`src/rtl/fwpsp_pkg.sv`:
```
// Shared types and codes for the priority-tagged queue with selective pop.
// No dependencies; every other file of the block imports this package.
`default_nettype none

package fwpsp_pkg;

	localparam int PRIO_W = 8;
	localparam int FIELD_PAY_W = 32;
	localparam int OCC_W = 5;

	typedef logic [PRIO_W-1:0] prio_t;

	typedef enum logic [1:0] {
		ACT_PUSH        = 2'd0,
		ACT_POP_HEAD    = 2'd1,
		ACT_POP_EXACT   = 2'd2,
		ACT_POP_ATLEAST = 2'd3
	} action_t;

	typedef enum logic [1:0] {
		ST_PUSHED = 2'd0,
		ST_POPPED = 2'd1,
		ST_MISS   = 2'd2,
		ST_FULL   = 2'd3
	} status_t;

	// Command broadcast from the controller to every cell
	typedef struct packed {
		logic    busy;
		action_t action;
		prio_t   key;
	} cell_cmd_t;

endpackage

`default_nettype wire

```
`src/rtl/fwpsp_cell.sv`:
```
// One queue slot: holds an entry, matches it against the key, and shifts
// from its younger neighbor to close a gap. Depends on fwpsp_pkg.
`default_nettype none

module fwpsp_cell import fwpsp_pkg::*; #(
	parameter int PAY_W = 32
) (
	input  logic             clk,
	input  cell_cmd_t        cmd,
	input  logic             occupied,
	input  logic             push_sel,
	input  logic [PAY_W-1:0] push_payload,
	input  prio_t            push_priority,
	input  logic [PAY_W-1:0] next_payload,
	input  prio_t            next_priority,
	input  logic             found_in,
	output logic             found_out,
	output logic             take,
	output logic [PAY_W-1:0] payload_q,
	output prio_t            priority_q
);

	logic match;

	// Compare the held entry against the key
	always_comb begin
		match = 1'b0;
		unique case (cmd.action)
			ACT_PUSH:        match = 1'b0;
			ACT_POP_HEAD:    match = occupied;
			ACT_POP_EXACT:   match = occupied && (priority_q == cmd.key);
			ACT_POP_ATLEAST: match = occupied && (priority_q >= cmd.key);
			default:         match = 1'b0;
		endcase
	end

	// Oldest match wins; everything from the hit onward shifts
	assign take      = match && !found_in;
	assign found_out = found_in || match;

	// Load on push, or take the neighbor's entry once the hit lies at or above
	always_ff @(posedge clk) begin
		if (cmd.busy) begin
			if (cmd.action == ACT_PUSH) begin
				if (push_sel) begin
					payload_q  <= push_payload;
					priority_q <= push_priority;
				end
			end else if (found_out) begin
				payload_q  <= next_payload;
				priority_q <= next_priority;
			end
		end
	end

endmodule

`default_nettype wire

```
`config.mk`:
```
export PLATFORM = sky130hd
export DESIGN_NAME = fwpsp_cell
export DESIGN_NICKNAME = d
export VERILOG_FILES = /design/src/rtl/fwpsp_pkg.sv /design/src/rtl/fwpsp_cell.sv
export SDC_FILE = /design/constraint.sdc
export NUM_CORES = 1
export LEC_CHECK = 0
export ABC_AREA = 0
export BUFFER_PORTS_ARGS = -buffer_cell sky130_fd_sc_hd__buf_2
export CORE_ASPECT_RATIO = 0.9
export CORE_UTILIZATION = 43
export CTS_CLUSTER_DIAMETER = 100
export CTS_CLUSTER_SIZE = 28
export DETAILED_ROUTE_END_ITERATION = 8
export HOLD_SLACK_MARGIN = 0.15
export PLACE_DENSITY_LB_ADDON = 0.25
export SETUP_SLACK_MARGIN = 0.1
export SLEW_MARGIN = 40
export SYNTH_ARGS = -nofsm -noshare
export SYNTH_HDL_FRONTEND = slang
export SYNTH_SLANG_ARGS = --single-unit
```
`constraint.sdc`:
```
create_clock -name clk -period 8.2 [get_ports clk]
set_input_delay 1.64 -clock clk [delete_from_list [all_inputs] [get_ports clk]]
set_output_delay 1.64 -clock clk [all_outputs]
set_load 0.005 [all_outputs]
```
# Word-level counts from Yosys, hierarchy flattened

Cells that the tools add are included.

Output and inout bits: 42
Register bits after elaboration: 40
Word-level logic and storage cells: 23

Eq/ne operators: 5
Multiplexer cells: 7
Reductions and logical operators: 8
$lt $le $gt $ge: 1

Operators with widths:

| kind                                                                  | count |
|---|---|
| 32-bit 2-to-1 mux                                                     | 3 |
| 8-bit 2-to-1 mux                                                      | 3 |
| 8-bit equality test                                                   | 1 |
| 8-bit >= comparator                                                   | 1 |
| 2-bit equality test, second input constant                            | 2 |
| 1-bit one-hot mux with 4 select lines                                 | 1 |
| 1-bit logical AND                                                     | 3 |
| 3-bit AND reduction                                                   | 1 |
| 2-bit by 1-bit equality test with 1-bit output, second input constant | 1 |
| 2-bit zero test                                                       | 1 |
| 2-bit != test, second input constant                                  | 1 |
| 2-bit nonzero test                                                    | 1 |
| 1-bit zero test                                                       | 1 |
| 1-bit logical OR                                                      | 1 |

# Longest topological paths before layout

Gate-level depths: netlist of run 1.

Depth in word-level cells: 6
Depth in mapped cells: 7
Gate-level depth less buffers: 7

# Least setup slack after synthesis of run 1

No wires, ideal clock.

Path type: input-to-reg
From: input port cmd[7] in the netlist's numbering
To: register payload_q[0] (enable)
Data arrival time: 4.546 ns
Setup slack: 3.192 ns
Stages on the path: 7
Path through: inv_1 ha_1 nand4_1 nor2_1 or3b_4 o211ai_1 a31oi_1

Word-level cells in the longest chain between the ends: 6
Elaborated cells between the ends (all ways): 8
Classes of those cells: order compare: 1; eq/ne: 1; mux: 1; reduce/logical: 5

RTL lines:

| what                                                       | RTL line                           | source |
|---|---|---|
| start, declared                                            | fwpsp_cell.sv:9                    | `input cell_cmd_t cmd,` |
| 8-bit >= comparator or 8-bit equality test (tied branches) | fwpsp_cell.sv:32, fwpsp_cell.sv:31 |  |
| 1-bit logical AND (on tied branches)                       | fwpsp_cell.sv:32, fwpsp_cell.sv:31 |  |
| 1-bit one-hot mux with 4 select lines *                    | fwpsp_cell.sv:28                   | `unique case (cmd.action)` |
| 1-bit logical OR *                                         | fwpsp_cell.sv:39                   | `assign found_out = found_in \|\| match;` |
| 2-bit nonzero test (no source line) *                      | -                                  |  |
| 3-bit AND reduction (no source line) *                     | -                                  |  |
| end signal, assigned                                       | fwpsp_cell.sv:46                   | `payload_q <= push_payload;` |
| end signal, assigned                                       | fwpsp_cell.sv:50                   | `payload_q <= next_payload;` |
| end, declared                                              | fwpsp_cell.sv:19                   | `output logic [PAY_W-1:0] payload_q,` |

Mark *: on every way between the ends. The rest lies on a longest branch, timed or not.
A chain may end at the register's enable or synchronous reset.

# Final worst setup path of run 1

From: input port cmd[7] in the netlist's numbering
To: output port found_out

Word-level cells in the longest chain between the ends: 4
Elaborated cells between the ends (all ways): 6
Classes of those cells: order compare: 1; eq/ne: 1; mux: 1; reduce/logical: 3

RTL lines:

| what                                                       | RTL line                           | source |
|---|---|---|
| 8-bit >= comparator or 8-bit equality test (tied branches) | fwpsp_cell.sv:32, fwpsp_cell.sv:31 |  |
| 1-bit logical AND (on tied branches)                       | fwpsp_cell.sv:32, fwpsp_cell.sv:31 |  |
| 1-bit one-hot mux with 4 select lines *                    | fwpsp_cell.sv:28                   |  |
| 1-bit logical OR *                                         | fwpsp_cell.sv:39                   |  |
| end, declared                                              | fwpsp_cell.sv:17                   | `output logic found_out,` |

Marked as above.

==> results.cfg, run 1 <==
[status]
status = finished clean

[clock_tree]
cts_repair_resize_count = 0
cts_max_path_buffers = 2
clock-root-buffer = sky130_fd_sc_hd__clkbuf_8
number_of_setup_buffers_added_after_cts = 0
clk_transition_reported_paths_ps = 70
clk-insertion-delay-late_ps = 290
tritoncts.num_buffers = 5
cts-hold-fix-buffers = 0
cts_num_sinks = 40
htree_levels = 2
tritoncts = yes

[sta]
worst_slew_margin_rel = 0.659
rsz_0062_raised_after_global_routing = no
timing.final.crit_period_ps = 4750
worst_pin_slew_ps = 512
setup-violations-final = 0
final.period_utilization = 0.579
max_freq_ghz = 0.211
report.final.hold_viol_count = 0
finalMaxSlewViolations = 0
post_route_skew_ps = 6.83
final_layout_setup_total_negative_slack_ps = 0

[routing]
drcViolationCount = 0
drt_first_iter_violations = 23
routed-via-count = 1534
drt.antenna.violating_nets = 0
route.detailed.vias_per_inst = 4.68
wl_per_cell_um = 13.0
finalWirelength_um = 4270
drtPass1Iterations = 4

[placement]
gpl.final_weighted_congestion = 0.836
post-place-cells = 321
detailed_place.area_um2 = 2750
detailed_place_hpwl_um = 3400
numPortBuffers = 136

[floorplanning]
core_um2 = 4210
initial_core_util = 0.466
top_level_ports = 137
die-width_um = 73.2
die_height_um = 66.1
die_area_um2 = 4840
core.rowCount = 22

[yosys]
postSynthCellCount = 126
ys_seq_area_frac = 0.612
avgSynthCellArea_um2 = 15.6
synth_area_um2 = 1960
ys_warn_count = 0
netlist-cell-type-count = 20
syn_nets = 229
ys_seq_elements = 40

[worst_setup_path]
worst-path-max-fanout = 3
worst-endpoint-required_ps = 6560
critical_path.endpoint_type = output pin
worstSetupStartpointType = input port
worst_ep_arrival_time_ps = 3110
critPathKind = input port to output pin

[final_layout]
mostFrequentLayoutCells = sky130_fd_sc_hd__buf_2 (136), sky130_fd_sc_hd__edfxtp_1 (40), sky130_fd_sc_hd__mux2_2 (36)
drive_gt1_frac = 0.690
nets = 371
layout-area-overhead-vs-synth_pct = 43.9
layout_commonest_cell = sky130_fd_sc_hd__buf_2
final_design_area_no_fill_um2 = 2820
fill_cells = 342
final_cells = 328
num_antenna_cells = 0

[global_routing]
grt_usage = 0.188
global_route.overflow_total = 0
grt_start_max_net_pins = 41
grt_pass1_wl_um = 6590
number_of_antenna_violations_at_the_first_check_in_global_routing = 0
first_global_vias = 1502

[min_path]
hold_removal_path_class = flop to flop

[flow_run]
maxCapViolCount = 0

[pwr]
ir_worst_vdd_mv = 0.123
power.static_leakage_nw = 1.28
power.density_cell_area_nw_per_um2 = 158
==> cells in the mapped netlist <==
library cell | number | area share
sky130_fd_sc_hd__edfxtp_1 | 40 | 0.61
sky130_fd_sc_hd__o21ai_0 | 2 | 0.0051
sky130_fd_sc_hd__ha_1 | 8 | 0.051
sky130_fd_sc_hd__a21oi_1 | 4 | 0.010
sky130_fd_sc_hd__mux2_1 | 4 | 0.023
sky130_fd_sc_hd__o211ai_1 | 2 | 0.0077
sky130_fd_sc_hd__nor2b_1 | 1 | 0.0032
sky130_fd_sc_hd__or3b_4 | 1 | 0.0057
sky130_fd_sc_hd__nand2_1 | 3 | 0.0057
sky130_fd_sc_hd__a21o_1 | 1 | 0.0038
sky130_fd_sc_hd__o211ai_2 | 1 | 0.0064
sky130_fd_sc_hd__nand3_1 | 1 | 0.0025
sky130_fd_sc_hd__buf_4 | 4 | 0.015
sky130_fd_sc_hd__nor2_1 | 4 | 0.0077
sky130_fd_sc_hd__mux2_2 | 36 | 0.21
sky130_fd_sc_hd__o21ai_1 | 1 | 0.0025
sky130_fd_sc_hd__inv_1 | 9 | 0.017
sky130_fd_sc_hd__a31oi_1 | 1 | 0.0032
sky130_fd_sc_hd__nand4_1 | 2 | 0.0064
sky130_fd_sc_hd__or2b_2 | 1 | 0.0045
==> where the power goes <==
part           internal (mW)  total, mW  leakage (nW)  switching, mW
Sequential             0.243      0.247         0.374        0.00361
Combinational         0.0459     0.0811         0.869         0.0352
Clock                 0.0561      0.118        0.0391         0.0618
Total                  0.345      0.446          1.28          0.101
==> critical path: stages <==
cell and delay (ps):
sky130_fd_sc_hd__buf_2 80, sky130_fd_sc_hd__inv_1 30, sky130_fd_sc_hd__ha_1 320, sky130_fd_sc_hd__nand4_1 140, sky130_fd_sc_hd__nor2_1 90, sky130_fd_sc_hd__or3b_4 410, sky130_fd_sc_hd__o211ai_2 200, sky130_fd_sc_hd__nand2_1 70
sky130_fd_sc_hd__buf_2 120
==> state kept, by name, summed over array words and instances (netlist names) <==
register / cells
payload_q: 32
priority_q: 8
==> kinds of logic (layout without fill, tap and decap cells) <==
| family | after synthesis | after routing | synth area share |
|---|---|---|---|
| compound gates | 12 | 12 | 0.0389 |
| fa+ha+maj | 8 | 8 | 0.0510 |
| buf+inv | 13 | 155 | 0.0325 |
| flops | 40 | 40 | 0.612 |
| mux | 40 | 40 | 0.230 |
| simple gates | 13 | 13 | 0.0357 |
==> metrics by stage <==
| step | setup slack, ps | util | total power, mW | hold slack, ps |
|---|---|---|---|---|
| final | 3450 | 0.671 | 0.446 | 1570 |
| after global routing | 3400 | 0.671 | 0.466 | 1640 |
| after CTS | 3460 | 0.671 | 0.452 | 1590 |
| after detailed placement | 3460 | 0.652 | 0.333 | 1570 |
| after global placement | 3520 | 0.645 | 0.329 | 1570 |
| after floorplan | 3190 | - | 0.290 | 1690 |
==> worst paths after layout <==
path                      start            end  slack, ps  cells past startpoint
setup / recovery         cmd[7]      found_out       3450                      9
hold / removal    priority_q[3]  priority_q[2]       1570                      6
setup reg to reg  priority_q[7]   payload_q[8]       5810                      7
hold reg to reg   priority_q[3]  priority_q[2]       1570                      6
==> metal layers <==
layer / global-route usage / up-vias / part of all wire
li1: - / 761 / -
met4: 0.0735 / 0 / 0.020
met3: 0.0686 / 10 / 0.083
met5: 0 / - / 0
met1: 0.190 / 697 / 0.37
met2: 0.350 / 66 / 0.53
==> cell type report <==
class / count / area, µm² / area share
flip-flops and latches: 40 / 1200 / 0.425
multi-input cells: 73 / 719 / 0.255
repair buffers: 139 / 718 / 0.254
well taps: 60 / 75.1 / 0.0266
clock buffers: 5 / 68.8 / 0.0244
inverters: 9 / 33.8 / 0.0120
clock inverters: 2 / 7.51 / 0.00266
(Power assumes the default switching activity.)
==> run 2, diff against run 1 <==
--- a/config.mk
+++ b/config.mk
@@ -5,10 +5,10 @@
 export SDC_FILE = /design/constraint.sdc
 export NUM_CORES = 1
 export LEC_CHECK = 0
-export ABC_AREA = 0
+export ABC_AREA = 1
 export BUFFER_PORTS_ARGS = -buffer_cell sky130_fd_sc_hd__buf_2
 export CORE_ASPECT_RATIO = 0.9
-export CORE_UTILIZATION = 43
+export CORE_UTILIZATION = 41
 export CTS_CLUSTER_DIAMETER = 100
 export CTS_CLUSTER_SIZE = 28
 export DETAILED_ROUTE_END_ITERATION = 8
==> constraint.sdc (replaced) <==
create_clock -name clk -period 4.6 [get_ports clk]
set_input_delay 0.92 -clock clk [delete_from_list [all_inputs] [get_ports clk]]
set_output_delay 0.92 -clock clk [all_outputs]
set_load 0.005 [all_outputs]
==> run 2 against run 1 <==
Register-to-register slack got worse by 3700 ps. Critical path type unchanged. Clock power increased by 130%. Power increased by 91%. Routed wire length increased by 2.7%. Non-clock buffer count unchanged. Largest cell class unchanged. Die area increased by 5.8%. Via count increased by 17%. Critical path depth increased by 2. Clock skew decreased by 2.2 ps. Sequential cell count unchanged. Area after synthesis increased by 1.1%.
==> results.cfg, run 2 <==
[routing]
drcViolationCount = 0
finalWirelength_um = 4380
route.detailed.vias_per_inst = 4.29
wl_per_cell_um = 10.5
drt.antenna.violating_nets = 0
drt_first_iter_violations = 48
drtPass1Iterations = 4
routed-via-count = 1797

[clock_tree]
clock-root-buffer = sky130_fd_sc_hd__clkbuf_8
tritoncts.num_buffers = 5
htree_levels = 2
cts_num_sinks = 40
cts_repair_resize_count = 0
tritoncts = yes
cts-hold-fix-buffers = 0
number_of_setup_buffers_added_after_cts = 0
clk_transition_reported_paths_ps = 70
cts_max_path_buffers = 2
clk-insertion-delay-late_ps = 280

[worst_setup_path]
regToRegStartpoint = priority_q[3]
worst-path-buf-inv = 3
cpPeakStageDelay_ps = 300
critical_path.endpoint_type = output pin
endpoint = found_out
reg2reg_slack_ps = 2060
worst_ep_arrival_time_ps = 2030
worstSetupStartpointType = input port
cp_common_cell = sky130_fd_sc_hd__nand2_1
worstRegToRegCells = 14
critical_path_cell_sequence = buf_2 -> inv_1 -> ha_1 -> a21o_1 -> nor2_1 -> nand2_1 -> nand2_1 -> nand2_1 -> nand2_2 -> nand2_1 -> buf_2
worst_path_dominant_cell_family = simple AND/OR/NAND/NOR gates
critPathKind = input port to output pin
path_depth = 11
crit_slowest_cell = sky130_fd_sc_hd__ha_1
worst-endpoint-required_ps = 3680
critPathLaunch = cmd[7]
crit-reg2reg-capture = payload_q[24]
worst-path-max-fanout = 3

[yosys]
synth_area_um2 = 1980
ys.flop_type = sky130_fd_sc_hd__edfxtp_1
avgSynthCellArea_um2 = 9.10
synth_top_family_by_area = simple AND/OR/NAND/NOR gates
ys_seq_elements = 40
synth.area.mux_share = 0
synthTopCellsByArea = sky130_fd_sc_hd__edfxtp_1 (61%), sky130_fd_sc_hd__nand2_1 (25%), sky130_fd_sc_hd__ha_1 (5.0%)
ys_seq_area_frac = 0.606
yosysTopAreaCellShare = 0.606
netlist-cell-type-count = 15
synth.top_cells.by_count = sky130_fd_sc_hd__nand2_1 (133), sky130_fd_sc_hd__edfxtp_1 (40), sky130_fd_sc_hd__inv_1 (14), sky130_fd_sc_hd__buf_2 (8), sky130_fd_sc_hd__ha_1 (8)
synth_top_area_cell = sky130_fd_sc_hd__edfxtp_1
ys_warn_count = 0
postSynthCellCount = 218
synth-compound-area-share = 0.0170
post-synth-top-count-cell = sky130_fd_sc_hd__nand2_1
synth-edff-count = 40
synthAdderAreaFrac = 0.0505
synthSimpleGateAreaFrac = 0.276
synth_async_sr_flop_share = 0
post_synth_xor_area_fraction = 0
syn_nets = 321

[global_routing]
grt_start_max_net_pins = 43
first_global_vias = 1505
grt_usage = 0.165
global_route.overflow_total = 0
number_of_antenna_violations_at_the_first_check_in_global_routing = 0
grt_pass1_wl_um = 6220

[sta]
report.final.hold_viol_count = 0
final.period_utilization = 0.641
worst_slew_margin_rel = 0.558
post_route_skew_ps = 4.61
hold_slack_ps = 895
rsz_0062_raised_after_global_routing = no
final_layout_setup_total_negative_slack_ps = 0
finalMaxSlewViolations = 0
max_freq_ghz = 0.339
setup-violations-final = 0
timing.final.crit_period_ps = 2950
worst_pin_slew_ps = 662

[placement]
numPortBuffers = 136
gpl.final_weighted_congestion = 0.799
detailed_place.area_um2 = 2720
detailed_place_hpwl_um = 3390

[pwr]
post-layout-total-power_mw = 0.853
power.static_leakage_nw = 1.54
ir_worst_vdd_mv = 0.196
power.density_cell_area_nw_per_um2 = 301

[final_layout]
multiInputGateArea_um2 = 682
layout-area-overhead-vs-synth_pct = 42.7
fill_cells = 415
largest-register = payload_q
core_util_final = 0.622
mostFrequentLayoutCells = sky130_fd_sc_hd__buf_2 (136), sky130_fd_sc_hd__nand2_1 (133), sky130_fd_sc_hd__edfxtp_1 (40)
layout_commonest_cell = sky130_fd_sc_hd__buf_2
nets = 459
seq_area_um2 = 1200
largest_registers = payload_q (32), priority_q (8)
num_antenna_cells = 0
drive_gt1_frac = 0.423
largest_register_ff_count = 32
final_design_area_no_fill_um2 = 2830

[floorplanning]
die_height_um = 68.0
core_um2 = 4550
initial_core_util = 0.436
top_level_ports = 137
die_area_um2 = 5120
core.rowCount = 23
die-width_um = 75.3

[flow_run]
maxCapViolCount = 0

[min_path]
hold_removal_path_class = input port to flop

[status]
status = finished clean
run 2: cell count changes after synthesis, moves of 2 or more:
cell                       delta
sky130_fd_sc_hd__a21oi_1      -2
sky130_fd_sc_hd__buf_2        +8
sky130_fd_sc_hd__buf_4        -4
sky130_fd_sc_hd__inv_1        +5
sky130_fd_sc_hd__inv_2        +2
sky130_fd_sc_hd__mux2_1       -4
sky130_fd_sc_hd__mux2_2      -36
sky130_fd_sc_hd__nand2_1    +130
sky130_fd_sc_hd__nand4_1      -2
sky130_fd_sc_hd__o211ai_1     -2
sky130_fd_sc_hd__o21ai_0      -2
run 2: area by class of cell:
cell class | instances | share of cell area
Clock buffer | 5 | 0.0243
Sequential cell | 40 | 0.424
Tap cell | 62 | 0.0274
Inverter | 16 | 0.0212
Timing Repair Buffer | 139 | 0.248
Multi-Input combinational cell | 154 | 0.241
Clock inverter | 3 | 0.0133
run 2: worst min-delay path by stage:
stage,start,end,slack [ps],cells after the start
after floorplan,next_payload[0],payload_q[0],1100,2
after global placement,next_payload[17],payload_q[17],1190,3
after detailed placement,next_payload[16],payload_q[16],1190,3
after CTS,next_payload[16],payload_q[16],890,3
after global routing,next_payload[16],payload_q[16],890,3
final,next_payload[16],payload_q[16],900,3
run 2: cell families after synthesis:
group	count (synthesis)
AOI/OAI and AO/OA	5
DFF	40
and+or+nand+nor	141
adders and majority gates	8
buffers and inverters	24
run 2: tightest hold or removal path, cell delays in order:
cell,delay (ps)
sky130_fd_sc_hd__buf_2,70
sky130_fd_sc_hd__nand2_1,40
sky130_fd_sc_hd__nand2_1,40
run 2: power by group:
part           leakage (nW)  total (mW)  internal [mW]  switching (mW)
Sequential            0.382       0.442          0.435         0.00693
Clock                0.0532       0.270          0.158           0.112
Combinational          1.11       0.142         0.0677          0.0739
run 2: metrics by stage:
step,setup slack [ps],cells
final,1650,419
after detailed placement,1360,411
after global routing,1480,419
after floorplan,1670,218
after CTS,1650,419
after global placement,1410,411
run 2: routing by layer:
layer  GRT usage  part of all wire  vias up
li1            -                 -      964
met1       0.185              0.41      738
met2       0.292              0.48       90
met3      0.0604              0.10        5
met4      0.0509            0.0082        0
met5           0                 0        -
